### config.mk
export PLATFORM = sky130hd
export DESIGN_NAME = timed_event_priority_queue
export DESIGN_NICKNAME = d
export VERILOG_FILES = /design/src/hdl/tepq_pkg.sv /design/src/hdl/timed_event_priority_queue.sv /design/src/hdl/tepq_cell.sv
export SDC_FILE = /design/constraint.sdc
export NUM_CORES = 2
export LEC_CHECK = 0
export BUFFER_PORTS_ARGS = -buffer_cell sky130_fd_sc_hd__clkbuf_2
export CAP_MARGIN = 20
export CELL_PAD_IN_SITES_DETAIL_PLACEMENT = 1
export CELL_PAD_IN_SITES_GLOBAL_PLACEMENT = 2
export CORE_MARGIN = 10
export CORE_UTILIZATION = 39
export DETAILED_ROUTE_END_ITERATION = 10
export HOLD_SLACK_MARGIN = 0.1
export PLACE_DENSITY_LB_ADDON = 0.1
export SYNTH_ARGS = -nofsm -noshare
export SYNTH_HDL_FRONTEND = slang
export SYNTH_SLANG_ARGS = --single-unit
### constraint.sdc
create_clock -name clk -period 5.8 [get_ports clk]
set_input_delay 0.29 -clock clk [delete_from_list [all_inputs] [get_ports clk]]
set_output_delay 0.29 -clock clk [all_outputs]
set_load 0.005 [all_outputs]
### src/hdl/tepq_pkg.sv
// ----------------------------------------------------------------------------
// tepq_pkg: shared definitions for the timed event priority queue
// Result codes, kind limit, default sizes and the per-cell control bundle.
// ----------------------------------------------------------------------------
package tepq_pkg;

  localparam int DEPTH_DEF     = 16;
  localparam int TIME_BITS_DEF = 32;

  localparam int KIND_W   = 3;
  localparam int STATUS_W = 2;

  localparam logic [KIND_W-1:0] KIND_MAX = 3'd4;

  // request codes
  localparam logic REQ_INSERT = 1'b0;
  localparam logic REQ_POP    = 1'b1;

  // result codes
  localparam logic [STATUS_W-1:0] ST_OK       = 2'd0;
  localparam logic [STATUS_W-1:0] ST_BAD_KIND = 2'd1;
  localparam logic [STATUS_W-1:0] ST_FULL     = 2'd2;
  localparam logic [STATUS_W-1:0] ST_EMPTY    = 2'd3;

  // broadcast to every cell
  typedef struct packed {
    logic ins_en;   // place new event in the row this cycle
    logic pop_en;   // shift row towards the head this cycle
  } cell_ctrl_t;

endpackage

### src/hdl/timed_event_priority_queue.sv
// ----------------------------------------------------------------------------
// timed_event_priority_queue: bounded sorted-list event queue
// Result: strobe out_valid is registered from the start transfer and rises in the cycle after it.
// Throughput: one request per cycle; busy is held low, every cell decides
// its next contents in parallel from its own compare and its neighbours.
// Reset (rst_n, synchronous): row emptied, count zero, no result pending.
// The receiver cannot stall; each result shows for exactly one cycle.
// ----------------------------------------------------------------------------
module timed_event_priority_queue #(
  parameter int DEPTH     = tepq_pkg::DEPTH_DEF,
  parameter int TIME_BITS = tepq_pkg::TIME_BITS_DEF,
  localparam int CNT_W    = $clog2(DEPTH + 1)
) (
  input  logic                          clk,
  input  logic                          rst_n,
  // request channel
  input  logic                          start,
  output logic                          busy,
  input  logic                          in_req_type,
  input  logic [TIME_BITS-1:0]          in_event_time,
  input  logic [tepq_pkg::KIND_W-1:0]   in_event_kind,
  // result channel
  output logic                          out_valid,
  output logic [tepq_pkg::STATUS_W-1:0] out_status,
  output logic [TIME_BITS-1:0]          out_time,
  output logic [tepq_pkg::KIND_W-1:0]   out_kind,
  output logic [CNT_W-1:0]              out_occupancy
);
  import tepq_pkg::*;

  localparam logic [CNT_W-1:0] FULL_CNT = CNT_W'(DEPTH);

  // ---- request decode ------------------------------------------------------
  // Every request is taken at once; the row is updated in the same edge.
  logic accept;
  logic is_pop;
  logic kind_bad;
  logic full;
  logic empty;

  assign busy     = 1'b0;
  assign accept   = start && !busy;
  assign is_pop   = (in_req_type == REQ_POP);
  assign kind_bad = (in_event_kind > KIND_MAX);

  logic [CNT_W-1:0] count_r, count_nxt;
  assign full  = (count_r == FULL_CNT);
  assign empty = (count_r == '0);

  cell_ctrl_t ctrl;
  logic [STATUS_W-1:0] status_c;

  // Bad kind is checked before fullness; a dropped insert leaves the row.
  always_comb begin
    ctrl      = '0;
    status_c  = ST_OK;
    count_nxt = count_r;
    if (accept) begin
      if (is_pop) begin
        if (empty) begin
          status_c = ST_EMPTY;
        end else begin
          ctrl.pop_en = 1'b1;
          count_nxt   = count_r - 1'b1;
        end
      end else begin
        if (kind_bad) begin
          status_c = ST_BAD_KIND;
        end else if (full) begin
          status_c = ST_FULL;
        end else begin
          ctrl.ins_en = 1'b1;
          count_nxt   = count_r + 1'b1;
        end
      end
    end
  end

  // ---- row of cells --------------------------------------------------------
  // Cell 0 is the head (earliest). On insert the first cell whose event is
  // later than the new one (or empty) takes it; cells behind take their left
  // neighbour. On pop every cell takes its right neighbour.
  logic [DEPTH-1:0]     cell_valid;
  logic [DEPTH-1:0]     cell_ahead;
  logic [TIME_BITS-1:0] cell_time [DEPTH];
  logic [KIND_W-1:0]    cell_kind [DEPTH];

  for (genvar i = 0; i < DEPTH; i++) begin : g_cell
    logic                 l_valid, l_ahead, r_valid;
    logic [TIME_BITS-1:0] l_time, r_time;
    logic [KIND_W-1:0]    l_kind, r_kind;

    if (i == 0) begin : g_head
      assign l_valid = 1'b0;
      assign l_ahead = 1'b0;
      assign l_time  = '0;
      assign l_kind  = '0;
    end else begin : g_mid
      assign l_valid = cell_valid[i-1];
      assign l_ahead = cell_ahead[i-1];
      assign l_time  = cell_time[i-1];
      assign l_kind  = cell_kind[i-1];
    end

    if (i == DEPTH - 1) begin : g_tail
      assign r_valid = 1'b0;
      assign r_time  = '0;
      assign r_kind  = '0;
    end else begin : g_body
      assign r_valid = cell_valid[i+1];
      assign r_time  = cell_time[i+1];
      assign r_kind  = cell_kind[i+1];
    end

    tepq_cell #(
      .TIME_BITS (TIME_BITS)
    ) u_cell (
      .clk         (clk),
      .rst_n       (rst_n),
      .ctrl        (ctrl),
      .new_time    (in_event_time),
      .new_kind    (in_event_kind),
      .left_valid  (l_valid),
      .left_time   (l_time),
      .left_kind   (l_kind),
      .left_ahead  (l_ahead),
      .right_valid (r_valid),
      .right_time  (r_time),
      .right_kind  (r_kind),
      .valid       (cell_valid[i]),
      .time_q      (cell_time[i]),
      .kind_q      (cell_kind[i]),
      .ahead       (cell_ahead[i])
    );
  end

  // ---- result register -----------------------------------------------------
  logic                 out_valid_r;
  logic [STATUS_W-1:0]  status_r;
  logic [TIME_BITS-1:0] time_r, time_nxt;
  logic [KIND_W-1:0]    kind_r, kind_nxt;
  logic [CNT_W-1:0]     occ_r;

  // popped event comes off the head; zero for everything else
  assign time_nxt = ctrl.pop_en ? cell_time[0] : '0;
  assign kind_nxt = ctrl.pop_en ? cell_kind[0] : '0;

  always_ff @(posedge clk) begin
    if (!rst_n) begin
      count_r     <= '0;
      out_valid_r <= 1'b0;
    end else begin
      count_r     <= count_nxt;
      out_valid_r <= accept;
    end
  end

  always_ff @(posedge clk) begin
    if (accept) begin
      status_r <= status_c;
      time_r   <= time_nxt;
      kind_r   <= kind_nxt;
      occ_r    <= count_nxt;
    end
  end

  assign out_valid     = out_valid_r;
  assign out_status    = status_r;
  assign out_time      = time_r;
  assign out_kind      = kind_r;
  assign out_occupancy = occ_r;

  // ---- checks --------------------------------------------------------------
  // held events always fill the row from the head, matching the count
  a_row_packed : assert property (@(posedge clk) disable iff (!rst_n)
    (((cell_valid + 1'b1) & cell_valid) == '0) &&
    ($countones(cell_valid) == int'(count_r)))
    else $error("cell row not packed from head or count mismatch");

  a_count_bound : assert property (@(posedge clk) disable iff (!rst_n)
    count_r <= FULL_CNT)
    else $error("event count above depth");

  a_one_result : assert property (@(posedge clk) disable iff (!rst_n)
    accept |=> out_valid)
    else $error("accepted request gave no result");

  a_empty_pop : assert property (@(posedge clk) disable iff (!rst_n)
    (out_valid && (out_status == ST_EMPTY)) |->
    ((out_occupancy == '0) && (out_time == '0) && (out_kind == '0)))
    else $error("empty pop reported data or occupancy");

endmodule

### src/hdl/tepq_cell.sv
// ----------------------------------------------------------------------------
// tepq_cell: one slot of the sorted event row
// Holds one event; on insert keeps, takes the new event or takes the left
// neighbour's; on pop takes the right neighbour's.
// ----------------------------------------------------------------------------
module tepq_cell #(
  parameter int TIME_BITS = tepq_pkg::TIME_BITS_DEF
) (
  input  logic                       clk,
  input  logic                       rst_n,
  input  tepq_pkg::cell_ctrl_t       ctrl,
  input  logic [TIME_BITS-1:0]       new_time,
  input  logic [tepq_pkg::KIND_W-1:0] new_kind,
  input  logic                       left_valid,
  input  logic [TIME_BITS-1:0]       left_time,
  input  logic [tepq_pkg::KIND_W-1:0] left_kind,
  input  logic                       left_ahead,
  input  logic                       right_valid,
  input  logic [TIME_BITS-1:0]       right_time,
  input  logic [tepq_pkg::KIND_W-1:0] right_kind,
  output logic                       valid,
  output logic [TIME_BITS-1:0]       time_q,
  output logic [tepq_pkg::KIND_W-1:0] kind_q,
  output logic                       ahead
);
  import tepq_pkg::*;

  logic                 valid_r, valid_nxt;
  logic [TIME_BITS-1:0] time_r, time_nxt;
  logic [KIND_W-1:0]    kind_r, kind_nxt;

  // new event belongs at or ahead of this slot (ties stay behind)
  assign ahead = !valid_r || (time_r > new_time);

  always_comb begin
    valid_nxt = valid_r;
    time_nxt  = time_r;
    kind_nxt  = kind_r;
    if (ctrl.ins_en && ahead) begin
      if (left_ahead) begin
        valid_nxt = left_valid;
        time_nxt  = left_time;
        kind_nxt  = left_kind;
      end else begin
        valid_nxt = 1'b1;
        time_nxt  = new_time;
        kind_nxt  = new_kind;
      end
    end else if (ctrl.pop_en) begin
      valid_nxt = right_valid;
      time_nxt  = right_time;
      kind_nxt  = right_kind;
    end
  end

  always_ff @(posedge clk) begin
    if (!rst_n) begin
      valid_r <= 1'b0;
    end else begin
      valid_r <= valid_nxt;
    end
  end

  always_ff @(posedge clk) begin
    time_r <= time_nxt;
    kind_r <= kind_nxt;
  end

  assign valid  = valid_r;
  assign time_q = time_r;
  assign kind_q = kind_r;

endmodule
==> flow_summary.ini <==
[synthesis]
synth.ff_latch_count = 624
ys_async_sr_fraction_pct = 0
synth_cells = 4034
yosys.area.top_type = edfxtp_1
synth_cell_types = 67
synth.net_count = 4587
avgSynthCellArea_um2 = 10.49
ys_top_cells_by_area = edfxtp_1 43%, ha_1 15%, mux2i_1 12%, a21oi_1 6.8%, nor2_1 3.7%
ys.warnings.count = 0
netlist_area_um2 = 42330
synth_ff_type = edfxtp_1
synth_edf_count = 602
yosysSeqAreaShare_pct = 43.75
netlist.area_leader.share_pct = 42.71

[detailed_routing]
antenna_left = 0
wire_per_inst_um = 23.26
drt-initial-drc-count = 1633
route.detailed.drc = 0
drt_first_pass_iters = 5
vias_per_cell = 5.617
wl_um = 128000
vias = 30906

[place]
port_buffers = 81
dpl_cell_area_um2 = 44450
gp_congestion = 0.8272
post-place-cells = 5351
dp_hpwl_um = 99000

[grt]
grt_pass1_wl_um = 199200
grt_start_max_net_pins = 89
grt-ovfl-total = 0
grt_pass1_vias = 32387
antenna_found_initial = 1
grt_usage_pct = 20.66

[critical_path]
startpoint_type = input port
end_kind = flip-flop
worstPathMaxFanout = 24
slowest_stage = inv_1
worstPathRequired_ps = 6190
critPathArrivalTime_ps = 4780
path_cells = clkbuf_2, inv_1, ha_1, nand4_1, nor4_1, a21boi_0, a2111oi_0, buf_4, o22a_2, buf_4, mux2_2, mux2_2
reg2reg_setup_slack_ps = 1750
cpLargestDelayFamily = buffers and inverters
crit_type = input port to flip-flop
slowest_delay_ps = 870
crit_buf_inv = 4

[clocking]
cts_setup_buffers = 0
insertion_delay_ps = 660
cts_max_level = 3
cts.sinks = 624
ctsHoldBuffers = 1
clk_pin_slew_ps = 50
cts-root-buf = clkbuf_16
cts_made_buffers = 80
postCtsResizedCells = 0
cts_tree = built
clock_path_buffers = 3

[floorplanning]
ios = 83
start_util_pct = 39.43
core.rowCount = 120
die_y_um = 349.4
coreArea_um2 = 107400
fp.dieArea_um2 = 122100
die_w_um = 349.4

[timing]
fin_crit_sh_pct = 75.73
clock.fmax_ghz = 0.2277
slew_viol_final = 0
holdWs_ps = 288.0
hold_viol = 0
period_needed_ps = 4393
setup_viol = 0
worst_pin_slew_ps = 1139
finalClockSkew_ps = 20.15
grt_setup_unrepaired = false
tns_ps = 0
slew_headroom_pct = 23.35

[power]
ir_drop_mv = 0.1776
pwr_density_cell_nw_per_um2 = 286.7
power_leakage_nw = 18.01

[final_layout]
layout_commonest_cell = edfxtp_1
fin_area_um2 = 47040
layout_common_cells = 602 x edfxtp_1, 574 x a21oi_1, 514 x ha_1
layoutNonFillerInstCount = 5502
layout-drive-gt1-share_pct = 10.44
n_antenna_cell = 0
num-nets-final = 4586
areaGrowthSynthToFinish_pct = 11.14
final_util_pct = 43.82

[job]
drv_cap = 0

[worst_hold_path]
hold_class = input port to flip-flop

[outcome]
status = finished clean
layout make-up:
class                      instances  area, um^2
clock inverter                    37       309.0
clock buffer                     111        2231
sequential                       624       18520
inverter                          89       334.1
tap                             1403        1755
fill                           11682       60310
multi-input combinational       3066       22720
timing repair buffer             172        1171
worst min-delay path, delay by kind of cell:
kind	cells	cell delay [ps]
simple gates	1	80
buf+inv	2	330
mux	1	110
power breakdown:
| group | switching [W] | internal [W] |
|---|---|---|
| Combinational | 0.00156 | 0.000965 |
| Sequential | 0.000401 | 0.00560 |
| Clock | 0.00206 | 0.00290 |
| Total | 0.00402 | 0.00946 |
final timing paths:
kind,start,endpoint,depth (start not counted)
worst max-delay path,in_event_time[8],g_cell[14].u_cell.time_q[7],12
worst min-delay path,in_event_time[1],g_cell[15].u_cell.time_q[1],4
worst max register to register,g_cell[9].u_cell.time_q[27],g_cell[10].u_cell.time_q[25],8
worst min register to register,g_cell[15].u_cell.kind_q[2],g_cell[14].u_cell.kind_q[2],1
cell usage after synthesis, types with 7 or more instances:
cell type and instances:
edfxtp_1 602, a21oi_1 574, ha_1 514, mux2i_1 498
nor2_1 421, nand2_1 259, clkbuf_1 193, o21ai_0 184
mux2_2 103, nand4_1 101, inv_1 89, nand3_1 70
and3_1 43, buf_2 36, a21o_1 24, nor3_1 23
dfxtp_1 22, nand2b_1 18, o211ai_1 17, o21ai_1 17
a22oi_1 16, nor2b_1 16, a221oi_1 14, and2_1 14
nor4_1 13, buf_1 12, or4_1 12, buf_4 11
and4_1 10, o21a_1 8, o31a_1 7
layer usage:
metal	GRT usage (%)	wire (um)	share of wire [%]
met5	0	0	0
met4	5.096	2984	2.3
met3	2.550	3744	2.9
met2	33.89	58340	46
met1	28.75	62890	49
metrics by stage:
stage / total power (W) / setup slack (ps)
finish: 0.01348 / 1407
floorplan: 0.007687 / 0.6115
CTS: 0.01367 / 1436
detailed placement: 0.008623 / 709.5
global route: 0.01423 / 1209
global placement: 0.008550 / 757.8
cell families (layout without fill, tap and decap cells):
logic type      count (synthesis)  after routing  share of synthesized area (%)
xor+xnor                        1              1                        0.02070
mux                           601            601                          14.52
fa+ha+maj                     514            514                          15.19
flops                         624            624                          43.75
simple gates                 1020           1020                          10.98
buf+inv                       344            409                          3.337
other cells                     1              1                       0.008860
compound gates                929            929                          12.19
sequential cells by signal, indices dropped and copies added (netlist names):
signal / count
count_r: 5
g_cell.u_cell.kind_q: 48
g_cell.u_cell.time_q: 512
g_cell.u_cell.valid: 16
out_kind: 3
out_occupancy: 5
out_status: 2
out_time: 32
out_valid: 1
(Power assumes the default switching activity.)
